<file path="src/sv/gqlay_pkg.sv">
package gqlay_pkg;

    localparam int GLYPH_SLOTS = 128;
    localparam int SLOT_W      = $clog2(GLYPH_SLOTS);
    localparam int CNT_W       = $clog2(GLYPH_SLOTS + 1);

    // operation codes
    localparam logic [2:0] OP_CLEAR   = 3'd0;
    localparam logic [2:0] OP_RECT    = 3'd1;
    localparam logic [2:0] OP_METRICS = 3'd2;
    localparam logic [2:0] OP_BEGIN   = 3'd3;
    localparam logic [2:0] OP_CHAR    = 3'd4;

    // configuration register indexes
    localparam logic [1:0] CFG_ATLAS_H = 2'd0;
    localparam logic [1:0] CFG_INV_W   = 2'd1;
    localparam logic [1:0] CFG_INV_H   = 2'd2;

    typedef struct packed {
        logic [11:0] left;
        logic [11:0] bottom;
        logic [11:0] width;
        logic [11:0] height;
    } t_rect;

    typedef struct packed {
        logic signed [15:0] bear_x;
        logic signed [15:0] bear_y;
        logic [14:0]        ext_w;
        logic [14:0]        ext_h;
        logic [14:0]        adv;
    } t_meta;

    // controller -> datapath
    typedef struct packed {
        logic       accept;    // input transaction taken this cycle
        logic       scan;      // table search in progress
        logic       mul_en;    // texture multiply step
        logic [1:0] mul_sel;   // 0 uL, 1 uR, 2 vA, 3 vB
        logic       cvt_en;    // round and clamp previous product
        logic [1:0] cvt_sel;
        logic       tpos;      // latch quad origin
        logic       emit;      // drive one vertex
        logic [1:0] emit_k;    // corner number
    } t_cmd;

    // datapath -> controller
    typedef struct packed {
        logic hit;
        logic miss;
    } t_sts;

endpackage

</file>
<file path="src/sv/gqlay_ctrl.sv">
module gqlay_ctrl (
    input  logic              i_clk,
    input  logic              i_rst_n,
    input  logic              start,
    input  logic [2:0]        i_operation,
    input  gqlay_pkg::t_sts   i_sts,
    output gqlay_pkg::t_cmd   o_cmd,
    output logic              busy
);
    import gqlay_pkg::*;

    typedef enum logic [3:0] {
        S_IDLE = 4'b0001,
        S_SCAN = 4'b0010,
        S_MUL  = 4'b0100,
        S_EMIT = 4'b1000
    } t_state;

    t_state     r_state, n_state;
    logic [2:0] r_cnt, n_cnt;
    logic       accept;

    assign busy   = (r_state != S_IDLE);
    assign accept = start && !busy;

    // next state
    always_comb begin
        n_state = r_state;
        n_cnt   = r_cnt;
        case (r_state)
            S_IDLE: begin
                if (accept && i_operation == OP_CHAR) begin
                    n_state = S_SCAN;
                end
            end
            S_SCAN: begin
                n_cnt = '0;
                if (i_sts.hit) begin
                    n_state = S_MUL;
                end else if (i_sts.miss) begin
                    n_state = S_IDLE;
                end
            end
            S_MUL: begin
                if (r_cnt == 3'd4) begin
                    n_state = S_EMIT;
                    n_cnt   = '0;
                end else begin
                    n_cnt = r_cnt + 3'd1;
                end
            end
            S_EMIT: begin
                n_cnt = r_cnt + 3'd1;
                if (r_cnt == 3'd3) begin
                    n_state = S_IDLE;
                end
            end
            default: n_state = S_IDLE;
        endcase
    end

    always_ff @(posedge i_clk) begin
        if (!i_rst_n) begin
            r_state <= S_IDLE;
            r_cnt   <= '0;
        end else begin
            r_state <= n_state;
            r_cnt   <= n_cnt;
        end
    end

    // commands
    always_comb begin
        o_cmd         = '0;
        o_cmd.accept  = accept;
        o_cmd.scan    = (r_state == S_SCAN);
        o_cmd.mul_en  = (r_state == S_MUL) && (r_cnt != 3'd4);
        o_cmd.mul_sel = r_cnt[1:0];
        o_cmd.cvt_en  = (r_state == S_MUL) && (r_cnt != 3'd0);
        o_cmd.cvt_sel = 2'(r_cnt - 3'd1);
        o_cmd.tpos    = (r_state == S_MUL) && (r_cnt == 3'd0);
        o_cmd.emit    = (r_state == S_EMIT);
        o_cmd.emit_k  = r_cnt[1:0];
    end

    a_emit_ends: assert property (@(posedge i_clk) disable iff (!i_rst_n)
        (r_state == S_EMIT && r_cnt == 3'd3) |=> (r_state == S_IDLE))
        else $error("emit did not end after four vertices");
    a_mul_len: assert property (@(posedge i_clk) disable iff (!i_rst_n)
        (r_state == S_MUL) |-> (r_cnt <= 3'd4))
        else $error("multiply step out of range");
    a_scan_entry: assert property (@(posedge i_clk) disable iff (!i_rst_n)
        $rose(r_state == S_SCAN) |-> $past(accept && i_operation == OP_CHAR))
        else $error("search started without a character");

endmodule

</file>
<file path="config.mk">
export PLATFORM = sky130hd
export DESIGN_NAME = gqlay_ctrl
export DESIGN_NICKNAME = d
export VERILOG_FILES = /design/src/sv/gqlay_pkg.sv /design/src/sv/gqlay_ctrl.sv
export SDC_FILE = /design/constraint.sdc
export NUM_CORES = 1
export LEC_CHECK = 0
export BUFFER_PORTS_ARGS = -buffer_cell sky130_fd_sc_hd__buf_2
export CORE_MARGIN = 5
export CORE_UTILIZATION = 35
export CTS_CLUSTER_DIAMETER = 80
export DETAILED_ROUTE_END_ITERATION = 6
export SLEW_MARGIN = 5
export SYNTH_ARGS = -nofsm -noshare
export SYNTH_HDL_FRONTEND = slang
export SYNTH_SLANG_ARGS = --single-unit
</file>
<file path="constraint.sdc">
create_clock -name i_clk -period 3.44 [get_ports i_clk]
set_clock_uncertainty 0.05 [all_clocks]
set_input_delay 0.516 -clock i_clk [delete_from_list [all_inputs] [get_ports i_clk]]
set_output_delay 0.516 -clock i_clk [all_outputs]
set_load 0.01 [all_outputs]
</file>
==> impl_results.md <==
- Crit path DAT: 1590 ps
- GPL Wtd Cong: 0.714
- Clk buf depth: 2
- Die area: 0.00220 mm2
- CTS tree: built
- Setup crit end kind: primary output
- Most frequent cells in the layout: buf_2 (20), inv_1 (7), dfxtp_1 (7)
- Ant diodes: 0
- Status: completed
- Die Y: 47.0 um
- Commonest non-fill, non-tap cell in the layout: buf_2
- Synth cell types: 26
- Final Slew Violations: 0
- Clk pin slew, worst setup/hold paths: 50 ps
- Worst EP required: 2870 ps
- Worst Hold Class: input port to flip-flop
- Cell Rows: 13
- Max VDD drop: 0.140 mV
- CORE AREA: 0.00130 mm2
- Register bit count reported by yosys: 7
- Via Count: 447
- Slew headroom: 61.7%
- Proportion of layout cells with a drive suffix above 1: 35.6%
- Hpwl dp: 812 um
- Layout overhead on the synthesized area: 22.5%
- Vias in the first global route: 388
- Worst-Margin Slew: 567 ps
- I/O Buffers: 20
- Drt initial violations: 24
- Setup Slack @ Placement: 1570 ps
- PostCTS Resize Cnt: 0
- Max cap viols: 0
- Hold Fails Final Rpt: 0
- Mapped cell area: 478 um2
- Routed Antenna Nets: 0
- Initial antenna violation count: 0
- Starting Density: 36.7%
- Chip Width: 47.0 um
- Nets: 85
- Sequential share of the synthesized area: 29.3%
- Setup WS post-layout: 1290 ps
- Setup TNS: 0 ps
- Hold buffers post-CTS: 0
- Post-route DRC violation count: 0
- Fin crit share: 62.6%
- Postcts setup bufs: 0
- CP max FO: 8
- First-pass GRT wire length: 1550 um
- DRT Wirelength: 1010 um
- Clk root buf: clkbuf_4
- Leak: 0.260 nW
- Via-per-instance ratio: 5.08
- Yosys warns: 0
- Routed WL per cell: 11.4 um
- Final core utilization: 45.0%
- Syn avg cell area: 8.85 um2
- Total CTS buffers: 3
- Fillers: 139
- Power Dens Cells: 296 mW/mm2
- Drt first pass iters: 4
- Final Setup Violations: 0
- RSZ-0062 raised after global routing: false
- Gate Count Post-Synth: 54
- Clock Latency Late Sink: 250 ps
- Startpoint types: flip-flop
- Final hold slack: 459 ps
- Final Critical Period: 2150 ps
- Total GRT Usage: 10.0%
- Largest net degree at the start of global routing: 9
- Setup CP Type: flip-flop to primary output
- Fmax: 465 MHz
- # IOs: 21
- Syn_nets: 65
- Clk sinks: 7
- Htree depth: 1
- Remaining global-route overflow: 0
-- report_power, final --
group / internal (mW) / switching (mW)
logic: 0.00802 / 0.00692
registers: 0.0820 / 0.00125
clock network: 0.0443 / 0.0307
-- flip-flops by register name (all words and copies together), names as in the netlist --
name / flops
r_state: 4
r_cnt: 3
-- area by class of cell --
type	instances	area [um2]	share of cell area, %
multi-input cells	35	274	46.8
flip-flops and latches	7	140	23.9
repair buffers	20	100	17.1
clock buffers	4	26.3	4.49
inverters	7	26.3	4.49
well taps	15	18.8	3.21
-- synth_stat cells (all sizes together) --
cell	count	area, um2
a22oi	1	7.51
inv	7	26.3
a311o	2	20.0
nor4	1	6.26
nor2	2	7.51
o21ai	2	13.8
or2b	1	7.51
nor2b	3	18.8
nor4b	2	17.5
mux2i	1	10.0
o211ai	2	15.0
a21oi	3	26.3
nand2	2	7.51
o21a	2	15.0
nor3b	1	7.51
nand2b	1	6.26
and2b	1	7.51
nor4bb	1	10.0
dfxtp	7	140
ha	3	37.5
or4b	1	13.8
o22ai	2	12.5
and2	1	6.26
buf	5	37.5
-- per-stage QoR --
stage | area, um2 | instances | total power [mW]
after detailed placement | 559 | 84 | 0.0999
after CTS | 586 | 88 | 0.178
after global routing | 586 | 88 | 0.182
final | 586 | 88 | 0.173
after global placement | 559 | 84 | 0.100
after floorplan | 478 | 54 | 0.0934
-- critical path: stages (launching register included) --
cell and delay, ps:
dfxtp_1 430, or4b_4 530, nor3b_1 210, buf_2 160
-- cells by family (layout without fill, tap and decap cells) --
kind of cell | after synthesis | after routing | synth area share [%]
AOI/OAI and AO/OA | 14 | 14 | 23.0
and+or+nand+nor | 17 | 17 | 24.4
adders and majority gates | 3 | 3 | 7.85
DFF | 7 | 7 | 29.3
buffers and inverters | 12 | 31 | 13.4
muxes | 1 | 1 | 2.09
-- layer usage --
metal  global-route usage, %  wire length, um  vias up  share of wire [%]
li1                        -                -      226                  -
met1                    13.8              459      200                 46
met2                    13.6              429       18                 43
met3                    2.68               96        3                9.6
met4                    6.63               20        0                2.0
met5                       0                0        -                  0
-- final timing paths --
path / from / endpoint / slack [ps] / cells after the start
worst max-delay path: r_state[2] / o_cmd[3] / 1290 / 3
worst max register to register: r_state[2] / r_state[0] / 1880 / 4
worst min register to register: r_cnt[0] / r_cnt[0] / 470 / 1
worst min-delay path: i_rst_n / r_state[0] / 460 / 2
No activity file was read; power rests on OpenSTA's default activity.
